## src/rtl/core/text_console_char_writer_top_defines.svh

```systemverilog
// Assertion macros for the console writer.
// IMP checks a same-cycle implication, NXT checks the following cycle.
`ifndef TEXT_CONSOLE_CHAR_WRITER_TOP_DEFINES_SVH
`define TEXT_CONSOLE_CHAR_WRITER_TOP_DEFINES_SVH
`ifndef SYNTHESIS
`define CTW_ASSERT_IMP(label, clk, rst_n, ante, cons, msg) \
  label: assert property (@(posedge clk) disable iff (!rst_n) (ante) |-> (cons)) else $error(msg);
`define CTW_ASSERT_NXT(label, clk, rst_n, ante, cons, msg) \
  label: assert property (@(posedge clk) disable iff (!rst_n) (ante) |=> (cons)) else $error(msg);
`else
`define CTW_ASSERT_IMP(label, clk, rst_n, ante, cons, msg)
`define CTW_ASSERT_NXT(label, clk, rst_n, ante, cons, msg)
`endif
`endif

```

## src/rtl/core/ctw_pkg.sv

```systemverilog
package ctw_pkg;

  // Default screen geometry
  localparam int ROWS_DEF = 25;
  localparam int COLS_DEF = 80;

  // Field widths
  localparam int ACTION_W  = 2;
  localparam int CHAR_W    = 8;
  localparam int INDEX_W   = 11;
  localparam int OFFSET_W  = 11;
  localparam int ATTR_W    = 8;
  localparam int CELL_W    = ATTR_W + CHAR_W;
  localparam int CFG_IDX_W = 1;

  // Action codes
  localparam logic [ACTION_W-1:0] ACT_PUT     = 2'd0;
  localparam logic [ACTION_W-1:0] ACT_CLEAR   = 2'd1;
  localparam logic [ACTION_W-1:0] ACT_READ    = 2'd2;
  localparam logic [ACTION_W-1:0] ACT_RECOLOR = 2'd3;

  // Character codes
  localparam logic [CHAR_W-1:0] CH_BS    = 8'd8;
  localparam logic [CHAR_W-1:0] CH_TAB   = 8'd9;
  localparam logic [CHAR_W-1:0] CH_LF    = 8'd10;
  localparam logic [CHAR_W-1:0] CH_CR    = 8'd13;
  localparam logic [CHAR_W-1:0] CH_SPACE = 8'h20;
  localparam int                TAB_STEP = 4;

  // Configuration register indexes and reset values
  localparam logic [CFG_IDX_W-1:0] CFG_ATTR  = 1'b0;
  localparam logic [CFG_IDX_W-1:0] CFG_SHOWN = 1'b1;
  localparam logic [ATTR_W-1:0]    ATTR_RST  = 8'h07;
  localparam logic                 SHOWN_RST = 1'b1;

  // Controller to datapath commands
  typedef struct packed {
    logic latch;
    logic exec;
    logic sweep_prime;
    logic sweep_step;
    logic load_out;
  } ctw_cmd_t;

  // Datapath to controller status
  typedef struct packed {
    logic [ACTION_W-1:0] act;
    logic                need_scroll;
    logic                sweep_last;
  } ctw_stat_t;

endpackage

```

## src/rtl/core/ctw_ctrl.sv

```systemverilog
`include "text_console_char_writer_top_defines.svh"
module ctw_ctrl import ctw_pkg::*; (
  input  logic      clk,
  input  logic      rst_n,
  input  logic      in_valid,
  output logic      in_ready,
  output logic      out_valid,
  input  logic      out_ready,
  input  ctw_stat_t stat,
  output ctw_cmd_t  cmd
);

  localparam logic [2:0] S_IDLE  = 3'd0;
  localparam logic [2:0] S_EXEC  = 3'd1;
  localparam logic [2:0] S_PRIME = 3'd2;
  localparam logic [2:0] S_SWEEP = 3'd3;
  localparam logic [2:0] S_DONE  = 3'd4;

  logic [2:0] state_r, state_nxt;
  logic       out_valid_r, out_valid_nxt;

  // Sequence one item: execute, optional buffer sweep, then hand off result
  always_comb begin
    state_nxt = state_r;
    cmd       = '0;
    case (state_r)
      S_IDLE: begin
        cmd.latch = in_valid;
        if (in_valid) begin
          state_nxt = S_EXEC;
        end
      end
      S_EXEC: begin
        cmd.exec = 1'b1;
        case (stat.act)
          ACT_PUT:  state_nxt = stat.need_scroll ? S_PRIME : S_DONE;
          ACT_READ: state_nxt = S_DONE;
          default:  state_nxt = S_PRIME;
        endcase
      end
      S_PRIME: begin
        cmd.sweep_prime = 1'b1;
        state_nxt       = S_SWEEP;
      end
      S_SWEEP: begin
        cmd.sweep_step = 1'b1;
        if (stat.sweep_last) begin
          state_nxt = S_DONE;
        end
      end
      S_DONE: begin
        if (!out_valid_r || out_ready) begin
          cmd.load_out = 1'b1;
          state_nxt    = S_IDLE;
        end
      end
      default: state_nxt = S_IDLE;
    endcase
  end

  // Hold the result until the sink takes it
  always_comb begin
    out_valid_nxt = out_valid_r;
    if (cmd.load_out) begin
      out_valid_nxt = 1'b1;
    end else if (out_ready) begin
      out_valid_nxt = 1'b0;
    end
  end

  always_ff @(posedge clk) begin
    if (!rst_n) begin
      state_r     <= S_IDLE;
      out_valid_r <= 1'b0;
    end else begin
      state_r     <= state_nxt;
      out_valid_r <= out_valid_nxt;
    end
  end

  assign in_ready  = (state_r == S_IDLE);
  assign out_valid = out_valid_r;

  `CTW_ASSERT_IMP(a_out_rise_on_load, clk, rst_n, $rose(out_valid_r), $past(cmd.load_out), "result raised without load")
  `CTW_ASSERT_NXT(a_accept_to_exec, clk, rst_n, in_valid && in_ready, state_r == S_EXEC, "accepted item not executed")

endmodule

```

## config.mk

```make
export PLATFORM = sky130hd
export DESIGN_NAME = ctw_ctrl
export DESIGN_NICKNAME = d
export VERILOG_FILES = /design/src/rtl/core/ctw_pkg.sv /design/src/rtl/core/ctw_ctrl.sv
export VERILOG_INCLUDE_DIRS = /design/src /design/src/rtl/core
export SDC_FILE = /design/constraint.sdc
export NUM_CORES = 1
export LEC_CHECK = 0
export ABC_AREA = 1
export BUFFER_PORTS_ARGS = -buffer_cell sky130_fd_sc_hd__buf_2
export CORE_AREA = 2 2 39 41
export DETAILED_ROUTE_END_ITERATION = 8
export DIE_AREA = 0 0 41 43
export PLACE_DENSITY = 0.54
export SYNTH_ARGS = -nofsm -noshare
export SYNTH_HDL_FRONTEND = slang
export SYNTH_SLANG_ARGS = --single-unit
```

## constraint.sdc

```tcl
create_clock -name clk -period 1.5 [get_ports clk]
set_input_delay 0.45 -clock clk [delete_from_list [all_inputs] [get_ports clk]]
set_output_delay 0.45 -clock clk [all_outputs]
set_load 0.02 [all_outputs]
```

=== Word-level counts from Yosys, hierarchy flattened ===
Cells that the tools add are included.

* Output and inout bits: 7
* Register bits after elaboration: 4
* Word-level logic and storage cells: 30

* Reduce and logical (&&, ||, !) cells: 6
* Muxes and demuxes: 14
* Equal/unequal tests: 8

{| class="wikitable"
|+ Operators with widths
! cell !! count
|-
| $pmux 3 s5 || 1
|-
| $mux 3 || 4
|-
| $mux 1 || 8
|-
| $eq 3x2->1 const B || 2
|-
| $ne 2x2->1 const B || 3
|-
| $pmux 3 s2 || 1
|-
| $eq 3x1->1 const B || 1
|-
| $eq 3x3->1 const B || 1
|-
| $logic_not 3->1 || 1
|-
| $reduce_and 3->1 || 1
|-
| $eq 2x2->1 const B || 1
|-
| $logic_not 2->1 || 1
|-
| $reduce_bool 2->1 || 1
|-
| $logic_not 1->1 || 1
|-
| $logic_or 1x1->1 || 1
|}

=== Depth between registers and ports, before layout ===
Gate-level depths: netlist of the first run.

* Depth in word-level cells: 5
* Gate-level depth with buffers: 8
* Gate-level depth less buffers: 8

=== Worst setup path after synthesis of the first run ===
No wires, ideal clock.

* Kind: input to output
* Start point: in in_valid
* End point: out cmd[4] (netlist name)
* Data required time: 1.050 ns
* Arrival time: 0.973 ns
* Setup slack: 0.077 ns
* Buffers on the path: 0
* Stages on the path: 2
* Cells stage by stage: inv_1 nor3_1

{| class="wikitable"
|+ RTL lines
! element !! RTL line !! source
|-
| from (decl) || ctw_ctrl.sv:5 || <nowiki>input logic in_valid,</nowiki>
|-
| to (decl) || ctw_ctrl.sv:10 || <nowiki>output ctw_cmd_t cmd</nowiki>
|}

==> results summary, run 1 <==
The worst slack after detailed placement came out at 0.137 ns. For this run, the share of the core covered by cells in the final layout is 0.322. Wires add up to around 600 um. The first global-routing pass estimated 1.08 mm of wire. The number of fill cells in the layout came out at ~160. The clock net in this run drives a total of 4 sinks. The number of max-cap violations came out at 0.

Counting every instance in the synthesized netlist gives 46. The layout cell share with drive strength beyond 1 is 0.538. Setup repair after global routing could not meet its margin everywhere. The path class of the tightest hold or removal check is in -> reg.

The worst setup path is of the reg -> out kind. The count of routing violations after the opening detailed-route iteration is 0. The number of cells on the worst reg-to-reg path is 9. The most used flip-flop cell after synthesis is sky130_fd_sc_hd__dfxtp_1. The effective utilization at floorplan is 0.196. The required time at the endpoint of the critical path is 1.05 ns. The area of the mapped netlist came out at ~270 um^2. The initial antenna violation count was 0. The average cell area after synthesis is 5.90 um^2. The share of flip-flops with an asynchronous set or reset came out at 0. The root buffer selected by CTS is sky130_fd_sc_hd__clkbuf_4.

The total via count in the routed design is 327. The clock-pin slew reported for the worst setup and hold paths after clock tree synthesis is roughly 0.040 ns. The worst slew margin relative to its limit came out at 0.896. The antenna diode count came out at 0. The horizontal extent of the die is 41 um. The H-tree depth reported by CTS came out at 1.

The sequential element share of the synthesized area is 0.295. The flow ran to the end, and the final reports show no timing, DRC or antenna violations. The TritonCTS clock tree is yes.

The remaining routing DRC violations is 0. The number of clock buffers added by TritonCTS is 3. In this run the tool buffered the top-level ports with 14 buffer cells.

The first-pass iteration count of the detailed router came out at 1. In the post-synthesis netlist, the cell with the most instances is sky130_fd_sc_hd__nand2_1. The maximum cell stage delay along the critical path came out at 0.36 ns. The total I/O pin count is 15.

The number of max-slew violations in the final report is 0. The synthesized design contains 4 register bits. By area the synthesized netlist is led by sky130_fd_sc_hd__dfxtp_1, sky130_fd_sc_hd__nand2_1, sky130_fd_sc_hd__inv_1, sky130_fd_sc_hd__nor2_1, sky130_fd_sc_hd__nand3_1. On the final layout, the worst clock skew is about 0.0015 ns.

In this run the static leakage power is 0.250 nW. The die footprint came out at 0.00176 mm^2. The peak ir drop on the vdd network came out at ~0.00032 V. The residual antenna-violating net count after detailed routing is 0. The mean number of vias per cell came out at around 4.0. The HPWL reported at the end of detailed placement came out at 512 um.

In the final routed layout, each cell accounts on average for 7.42 um. The highest-delay cell along the critical path is sky130_fd_sc_hd__dfxtp_4. The number of placement rows is 14.

The clock passes through at most 2 buffers. At the end of routability-driven placement, the weighted congestion stood at between 0.6 and 0.7. The commonest cells after synthesis are sky130_fd_sc_hd__nand2_1, sky130_fd_sc_hd__inv_1, sky130_fd_sc_hd__nor2_1. The reg-to-reg setup timing slack came out at approximately 0.36 ns. In this run the critical register-to-register path is launched from state_r[1].

The worst path setup slack after routing came out at 0.0339 ns. When the netlist entered floorplanning its net count stood at 54. The critical path data arrival time came out at 1.02 ns. The worst reg2reg path endpoint is state_r[2]. Traced cell by cell, the critical path runs through nor2_4, nand2_1, nor2_2, buf_4. The count of flip-flops with a built-in enable after synthesis is 0. Global routing finished with a remaining overflow of 0.

The top-area cell type share of the netlist area came out at 0.295. The cell total after placement is a little under 80. The overall global routing resource usage is 0.0915. The largest total area in the synthesized netlist belongs to sky130_fd_sc_hd__dfxtp_1. The count of placed standard cells in the final layout, fillers left out came out at 81.

After synthesis, the netlist uses 14 different library cells. The fmax came out at 682 MHz. The core outline area came out at 0.00138 mm^2. The number of buffers added to fix hold violations after cts came out at 0.

Setup violations remaining at the end of the flow were counted as 0. The highest net fanout along the worst path is 6. The clock period minus final worst setup slack came out at 1.47 ns. The final cycle utilization of the critical path is 0.977.

The total power divided by cell area came out at 1220 mW/mm^2. The final hold violation count came out at 0. The area growth from synthesis to layout is 64.1%. The minimum hold slack is 0.442 ns. The critical path starts at state_r[1]. The height of the die came out at ~43 um. STA classifies the critical path startpoint as a flop.

For the worst-skew pair, the clock arrives at the later sink with an insertion delay of 0.23 ns. The Yosys warning count came out at 0. The critical path ends at cmd[0]. The maximum number of pins on one net before global-route repair came out at 7. STA classifies the critical path endpoint as an output port.

Power comes to 543 uW. The number of global-route vias before repair came out at 314. The slew of the pin with the lowest slew margin came out at 0.155 ns. The net count reported at finish came out at 75.
-- kinds of logic after synthesis --
family                 after synthesis  share of synthesized area
AND/OR/NAND/NOR                     27                      0.433
AO/OA/AOI/OAI                        3                     0.0922
buffers and inverters               12                      0.180
flip-flops                           4                      0.295
-- timing repair --
action | 4_1_cts | 5_1_grt
resized for setup | 6 | 10
buffers inserted | 1 | 0
endpoints found under the setup margin | 5 | 5
pin swaps | 1 | 0
cloned | 0 | 0
-- layer usage --
layer / track usage / vias up / wire [um]
met3: 0.0314 / 0 / 29
met2: 0.144 / 6 / 348
li1: - / 175 / -
met1: 0.0971 / 146 / 222
met4: 0.0600 / 0 / 0
met5: 0 / - / 0
-- final cells by class --
cell class              instances  area, um^2  area share
clock buffers                   3        22.5      0.0506
well taps                      16        20.0      0.0449
repair buffers                 17         100       0.225
inverters                      11        41.3      0.0927
multi-input cells              30         175       0.393
flip-flops and latches          4        86.3       0.194
-- flip-flops by register name, summed over array words and instances (netlist names) --
name,count
out_valid,1
state_r,3
-- worst min path at each step --
stage | start | endpoint | slack (ns) | depth (start not counted)
finish | rst_n | state_r[1] | 0.44 | 3
global route | rst_n | state_r[1] | 0.48 | 3
CTS | rst_n | state_r[1] | 0.44 | 3
detailed placement | state_r[0] | state_r[0] | 0.62 | 4
global placement | state_r[0] | state_r[0] | 0.61 | 4
floorplan | rst_n | state_r[1] | 0.55 | 2
-- power breakdown --
group / total (mW) / internal (mW) / switching (mW)
logic: 0.259 / 0.110 / 0.149
registers: 0.155 / 0.128 / 0.0268
clock network: 0.129 / 0.0892 / 0.0397
total: 0.543 / 0.327 / 0.215
-- cell usage in the layout, fill, tap and decap left out --
cell / synthesis / final
sky130_fd_sc_hd__buf_2: 0 / 11
sky130_fd_sc_hd__a211oi_2: 1 / 1
sky130_fd_sc_hd__inv_2: 1 / 2
sky130_fd_sc_hd__o21bai_1: 1 / 1
sky130_fd_sc_hd__nor2_4: 0 / 2
sky130_fd_sc_hd__nor2_1: 8 / 5
sky130_fd_sc_hd__nor3_2: 0 / 2
sky130_fd_sc_hd__nand2_1: 10 / 10
sky130_fd_sc_hd__clkbuf_4: 0 / 3
sky130_fd_sc_hd__nand2_4: 0 / 1
sky130_fd_sc_hd__clkinv_1: 1 / 1
sky130_fd_sc_hd__inv_1: 9 / 8
sky130_fd_sc_hd__nand2_2: 2 / 1
sky130_fd_sc_hd__a21oi_1: 1 / 1
sky130_fd_sc_hd__dfxtp_2: 0 / 2
sky130_fd_sc_hd__nor2_2: 2 / 3
sky130_fd_sc_hd__dfxtp_4: 0 / 1
sky130_fd_sc_hd__nand3_1: 3 / 3
sky130_fd_sc_hd__dfxtp_1: 4 / 1
sky130_fd_sc_hd__buf_4: 1 / 6
-- per-stage QoR --
step / instance area, um^2 / TNS (ns)
global placement: 369 / 0
CTS: 414 / -0.0193
global route: 445 / -0.0353
detailed placement: 369 / 0
floorplan: 272 / 0
finish: 445 / 0
-- worst max-delay path, delay by kind of cell, from the launching register on --
kind,cells,cell delay [ns]
flops,1,0.36
simple gates,3,0.27
buf+inv,1,0.15
Power figures use the tool's default switching activity.
==> run 2: changes to the inputs <==
Settings changed: ABC_AREA 1 to 0, PLACE_DENSITY 0.54 to 0.51.
==> results summary, run 2 <==
The flow ran to the end, but the final reports show violations. The checks that failed: setup timing. The reg-to-reg setup timing slack came out at 0.38 ns (+0.02 ns).

The Yosys warning count came out at 0 (unchanged). The largest total area in the synthesized netlist belongs to sky130_fd_sc_hd__dfxtp_1. Setup repair after global routing could not meet its margin everywhere. The synthesis-stage register bit count came to 4 (unchanged). The total power divided by cell area came out at 858 mW/mm^2 (-30%). The final cycle utilization of the critical path came out at 1.01 (+0.0344).

The most used flip-flop cell after synthesis is sky130_fd_sc_hd__dfxtp_1. The final clock skew is 0.00456 ns (+0.00308 ns). The share of flip-flops with an asynchronous set or reset came out at 0 (unchanged).

The leakage power came to 0.203 nW (-19%). The top-area cell type share of the netlist area is 0.335 (+0.0401). The count of port buffers added during placement is 14 (unchanged). The HPWL reported at the end of detailed placement was 434 um (-15%). The number of placement rows came out at 14 (unchanged). The count of placed standard cells in the final layout, fillers left out came out at 66 (-19%). The core utilization of the finished layout came out at 0.306 (-0.0163). Leaving out fill and tap cells, the most frequent cells in the layout are sky130_fd_sc_hd__buf_2, sky130_fd_sc_hd__buf_4, sky130_fd_sc_hd__nor3b_2, sky130_fd_sc_hd__nand2b_1, sky130_fd_sc_hd__clkbuf_4.

The net count reported at finish came out at 60 (-20%). The class of the most critical hold timing path is in -> reg. The average cell area after synthesis is 7.97 um^2 (+35%). Routed signal wires occupy layers up through met3. The met1 layer wirelength in the final routing is 221 um (-0.45%). The total nets after synthesis came out at 38 (-30%). The global-route wire length before repair came to 945 um (-13%).

The final setup violation count came out at 1 (+1). The count of routing violations after the opening detailed-route iteration came to 1 (+1). The die footprint came out at 0.00176 mm^2 (unchanged). The cell area after placement is 344 um^2 (-6.8%). The number of buffers created by CTS came to 3 (unchanged). The flip-flop count of the largest register after layout came out at 3 (unchanged). Ranked by instance count, the synthesized netlist is headed by sky130_fd_sc_hd__dfxtp_1, sky130_fd_sc_hd__nand2b_1, sky130_fd_sc_hd__nor3b_1. The worst slew margin relative to its limit came out at 0.871 (-0.0246). The number of global-route vias before repair came out at 247 (-21%). The worst slack after detailed placement is 0.0990 ns (-0.0378 ns).

The cell total after placement came out at 61 (-21%). The initial antenna violation count is 0 (unchanged). The type of the worst setup path is reg -> out. The critical path data arrival time is 1.07 ns (+0.05 ns). The total I/O pin count is 15 (unchanged). The placer congestion estimate was 0.645 (-0.88%). The number of max-slew violations in the final report came to 0 (unchanged). The horizontal extent of the die is 41 um (unchanged). The average wire length per cell after detail routing was 8.59 um (+16%). The fmax is 659 MHz (-3.4%). The maximum number of pins on one net before global-route repair is 7 (unchanged). The height of the die was 43 um (unchanged). The required time at the endpoint of the critical path came out at 1.05 ns (about the same). The clock-pin slew reported for the worst setup and hold paths after clock tree synthesis was 0.04 ns (about the same).

The core outline area is 0.00138 mm^2 (unchanged). The number of max-cap violations is 0 (unchanged). The number of different library cells in the post-synthesis netlist came out at 19 (+5). The number of buffers added to fix hold violations after cts came to 0 (unchanged). The final wirelength is 567 um (-5.7%). TritonCTS built the clock tree. The global-route congestion overflow total came out at 0 (unchanged). The register with the most flip-flops in the final layout is state_r.

The count of flip-flops with a built-in enable after synthesis is 0 (unchanged). The antenna diode count came out at 0 (unchanged). The gate count of the mapped netlist is 30 (-35%). The worst path setup slack after routing is -0.0177 ns (-0.0516 ns). The worst setup path is captured at an output port.

The mean number of vias per cell came to 4.23 (+4.7%). The met2 layer wire length in the routed design is 329 um (-5.5%). The overall global routing resource usage was 0.0853 (-0.00629).

The peak ir drop on the vdd network came to 0.000299 V (-5.6%). The overall power came out at 363 uW (-33%). By area the synthesized netlist is led by sky130_fd_sc_hd__dfxtp_1, sky130_fd_sc_hd__nor3b_1, sky130_fd_sc_hd__nand2b_1, sky130_fd_sc_hd__nor2b_1, sky130_fd_sc_hd__buf_6. The commonest non-fill, non-tap cell in the layout is sky130_fd_sc_hd__buf_2. The minimum hold slack was 0.459 ns (+0.0170 ns). The area of the mapped netlist came to 239 um^2 (-12%).

From synthesis to final layout, the design area changed by 77.0%. The remaining routing DRC violations is 0 (unchanged). The layout cell share with drive strength beyond 1 came out at 0.620 (+0.0815). The highest net fanout along the worst path is 6 (unchanged). The first-pass iteration count of the detailed router is 4 (+3). The detailed route wirelength on metal3 came to 16 um (-45%). By instance count, the leading cell after synthesis is sky130_fd_sc_hd__dfxtp_1. The H-tree depth reported by CTS came to 1 (unchanged). STA classifies the critical path startpoint as a flop. The clock period minus final worst setup slack was 1.52 ns (+0.0516 ns). The slew of the pin with the lowest slew margin came to 0.193 ns (+0.0373 ns). The later-pin clock latency in the skew report came to 0.23 ns (about the same). The total negative slack came to -0.0177 ns (-0.0177 ns). The tree is rooted in a sky130_fd_sc_hd__clkbuf_4. The buffer levels on the longest clock path is 2 (unchanged).

The final cell area excluding filler cells came out at 423 um^2 (-5.1%). The total via count in the routed design was 279 (-15%). The final hold violation count came out at 0 (unchanged). The effective utilization at floorplan is 0.173 (-0.0235).

The clock sink count is 4 (unchanged). The residual antenna-violating net count after detailed routing is 0 (unchanged). The sequential element share of the synthesized area is 0.335 (+0.0401).
==> run 2: cell types whose count changed in the layout (fill, tap and decap cells not counted), sizes merged, moves of 2 or more <==
cell | previous run | this run
buf | 17 | 19
inv | 10 | 2
nand2 | 12 | 2
nand2b | 0 | 3
nand3 | 3 | 1
nor2 | 10 | 1
nor2b | 0 | 2
nor3b | 0 | 3
==> run 2: cell type report <==
cell class	count	area (um^2)
flip-flops and latches	4	88.8
multi-input cells	22	161
inverters	2	7.51
repair buffers	19	123
clock buffers	3	22.5
well taps	16	20.0
fillers	157	961
==> run 2: timing repair <==
| item | in CTS | in global routing |
|---|---|---|
| endpoints found under the setup margin | 5 | 4 |
| resized for setup | 10 | 4 |
| pin swaps | 2 | 1 |
| setup buffers | 2 | 0 |
==> run 2: power breakdown <==
part | leakage [nW] | internal (mW) | switching (mW) | total, mW
Sequential | 0.0345 | 0.114 | 0.0109 | 0.125
Combinational | 0.154 | 0.0533 | 0.0504 | 0.104
Clock | 0.0138 | 0.0896 | 0.0449 | 0.134
Total | 0.203 | 0.257 | 0.106 | 0.363
==> run 2: worst paths after layout <==
path / start / to / cells past startpoint
setup reg to reg: state_r[1] / state_r[2] / 5
hold reg to reg: state_r[0] / state_r[2] / 2
setup / recovery: state_r[1] / cmd[0] / 3
hold / removal: rst_n / out_valid / 2
==> run 2: kinds of logic (layout without fill, tap and decap cells) <==
family,count (synthesis),in the layout,synth area share
flops,4,4,0.335
simple gates,15,15,0.361
buf+inv,4,24,0.110
compound gates,7,7,0.194
==> run 2: critical path, stage by stage (launching register included) <==
cell and delay [ns]:
sky130_fd_sc_hd__dfxtp_4 0.36, sky130_fd_sc_hd__nor3b_2 0.19, sky130_fd_sc_hd__nor2b_1 0.15, sky130_fd_sc_hd__buf_4 0.14
==> run 2: routing by layer <==
layer  track usage  vias to the layer above
met5             0                        -
met4         0.100                        0
met3        0.0314                        0
met2         0.113                        4
met1        0.0897                      130
li1              -                      145
==> run 3: changes to the inputs <==
Settings changed: CELL_PAD_IN_SITES_DETAIL_PLACEMENT from default to 0, CELL_PAD_IN_SITES_GLOBAL_PLACEMENT from default to 1, CTS_BUF_LIST from default to sky130_fd_sc_hd__clkbuf_2, PLACE_DENSITY 0.51 to 0.65.
==> results summary, run 3 (synthesis results as in run 2) <==
The run finished, with violations left. The final reports fail on setup timing. The global-route congestion overflow total came out at 0 (unchanged).

The initial antenna violation count is 0 (unchanged). The layout cell share with drive strength beyond 1 is 0.620 (unchanged). In this run the worst setup path terminates at cmd[4]. The mean number of vias per cell came to 4.32 (+2.2%). The core utilization of the finished layout came out at 0.307 (+0.000904). The logic gate share of total power is 0.345 (+0.059). The combined flip-flop and latch cell area is 83.8 um^2 (-5.6%).

The clock-pin slew reported for the worst setup and hold paths after clock tree synthesis was 0.04 ns (about the same). CTS placed an instance of sky130_fd_sc_hd__clkbuf_2 at the clock tree root. The endpoint identified for the worst register-to-register timing path is state_r[2]. The reg-to-reg setup timing slack is 0.42 ns (+0.04 ns).

The final cycle utilization of the critical path is 1.02 (+0.00436). The count of placed standard cells in the final layout, fillers left out is 66 (unchanged). The clock period minus final worst setup slack is 1.52 ns (+0.00654 ns). The internal power is 225 uW (-12%). The switching power is 108 uW (+1.9%). The number of buffers created by CTS came to 3 (unchanged). The required time at the endpoint of the critical path is 1.05 ns (about the same). The antenna diode count is 0 (unchanged). The number of cell instances on the worst register-to-register path came out at 5 (unchanged). The number of max-cap violations came out at 0 (unchanged). The leakage power came out at 0.198 nW (-2.5%). The net count reported at finish was 60 (unchanged). The number of global-route vias before repair is 220 (-11%). Counting flops per register, the top entry is state_r.

The maximum number of pins on one net before global-route repair is 7 (unchanged). The height of the die is 43 um (unchanged). The buffer levels on the longest clock path came out at 2 (unchanged). The placer congestion estimate is 0.680 (+5.5%). The remaining routing DRC violations came out at 0 (unchanged).

The final setup violation count is 2 (+1). The count of routing violations after the opening detailed-route iteration came out at 7 (+6). The residual antenna-violating net count after detailed routing came out at 0 (unchanged).

The count of port buffers added during placement came out at 14 (unchanged). The later-pin clock latency in the skew report came out at 0.20 ns (-0.03 ns). The total I/O pin count is 15 (unchanged). The cell total after placement is 61 (unchanged).

The final clock skew is 0.000785 ns (-0.00378 ns). The critical path data arrival time is 1.07 ns (about the same). The area growth from synthesis to layout is 77.5%. The die footprint came out at 0.00176 mm^2 (unchanged).

The average wire length per cell after detail routing came out at 8.98 um (+4.6%). The peak ir drop on the vdd network was 0.000213 V (-29%). The min-delay analysis places its worst path in the category in -> reg.

The minimum hold slack is 0.487 ns (+0.0279 ns). The horizontal extent of the die came to 41 um (unchanged). The final wirelength is 593 um (+4.6%).

The total power divided by cell area came out at 786 mW/mm^2 (-8.3%). The core outline area was 0.00138 mm^2 (unchanged). The library cell used most frequently in the layout, excluding fill and tap cells, is sky130_fd_sc_hd__buf_2.

The overall global routing resource usage came out at 0.0695 (-0.0158). The clock sink count is 4 (unchanged). The first-pass iteration count of the detailed router is 4 (unchanged).

The global-route wire length before repair is 759 um (-20%). The highest net fanout along the worst path came out at 5 (-1). The part of the power in registers is 0.364 (+0.020). The number of max-slew violations in the final report came out at 0 (unchanged). The part of the power in the clock network is 0.291 (-0.080). The worst slew margin relative to its limit came out at 0.797 (-0.0744). The number of placement rows came out at 14 (unchanged). The setup path with the least slack is of type reg -> out.

The net switching fraction of the power came out at 0.324 (+0.0316). The slew of the pin with the lowest slew margin is 0.304 ns (+0.111 ns). TritonCTS built the clock tree.

The fmax is 656 MHz (-0.43%). The worst setup path is captured at an output port. The worst register-to-register path begins at state_r[1]. The worst path setup slack after routing came out at -0.0242 ns (-0.00654 ns). The worst setup path is launched from a flop. Tracing the worst setup path back leads to its startpoint at state_r[2]. The effective utilization at floorplan came out at 0.173 (unchanged). The H-tree depth reported by CTS came out at 1 (unchanged).

Setup repair after global routing could not meet its margin everywhere. The number of fill cells in the layout is 149 (-5.1%). The HPWL reported at the end of detailed placement is 431 um (-0.62%). The total via count in the routed design came out at 285 (+2.2%).

The library cells used most frequently in the layout, excluding fill and tap cells, are sky130_fd_sc_hd__buf_2, sky130_fd_sc_hd__buf_6. The multi-input combinational cell area came to 170 um^2 (+5.4%). The flip-flop count of the largest register after layout is 3 (unchanged). The final hold violation count is 0 (unchanged).
-- run 3: worst min-delay path by stage --
stage	start	end	slack, ns	cells past startpoint
final	rst_n	out_valid	0.49	2
after global routing	rst_n	out_valid	0.48	2
after CTS	rst_n	out_valid	0.47	2
after detailed placement	state_r[0]	state_r[2]	0.54	2
after global placement	state_r[0]	state_r[2]	0.54	2
after floorplan	state_r[0]	state_r[2]	0.55	2
-- run 3: layer usage --
layer / track usage / part of all wire
met5: 0 / 0
met4: 0.0600 / 0
met3: 0.0471 / 0.11
met2: 0.0875 / 0.53
met1: 0.0747 / 0.36
-- run 3: metrics by stage --
step	cell area (um^2)	power, mW	setup slack, ns	setup TNS (ns)
final	424	0.334	-0.0242	-0.0311
after global routing	424	0.355	-0.105	-0.277
after CTS	398	0.335	-0.0429	-0.0660
after detailed placement	344	0.217	0.106	0
after global placement	344	0.217	0.0832	0
after floorplan	250	0.185	0.0181	0
-- run 3: power groups by stage --
stage / logic [mW] / clock network (mW) / registers, mW
after CTS: 0.112 / 0.103 / 0.119
after floorplan: 0.0615 / 0 / 0.123
after detailed placement: 0.0985 / 0 / 0.119
final: 0.115 / 0.0970 / 0.122
after global placement: 0.0983 / 0 / 0.119
after global routing: 0.123 / 0.109 / 0.122
-- run 3: final cells by class --
class / instances / area share
clock buffers: 3 / 0.0354
inverters: 2 / 0.0177
multi-input cells: 22 / 0.401
flip-flops and latches: 4 / 0.198
well taps: 16 / 0.0472
repair buffers: 19 / 0.301
-- run 3: worst max-delay path: stages (launching register included) --
cell	delay (ns)
sky130_fd_sc_hd__dfxtp_2	0.32
sky130_fd_sc_hd__buf_6	0.12
sky130_fd_sc_hd__nor3_4	0.17
sky130_fd_sc_hd__and2_4	0.16
sky130_fd_sc_hd__buf_6	0.10
-- run 3: what timing repair did --
| action | in CTS | in global routing |
|---|---|---|
| hold buffers | 0 | 0 |
| endpoints found under the setup margin | 4 | 5 |
| gates resized for setup | 10 | 5 |
| pin swaps | 3 | 1 |
| buffers inserted | 1 | 1 |
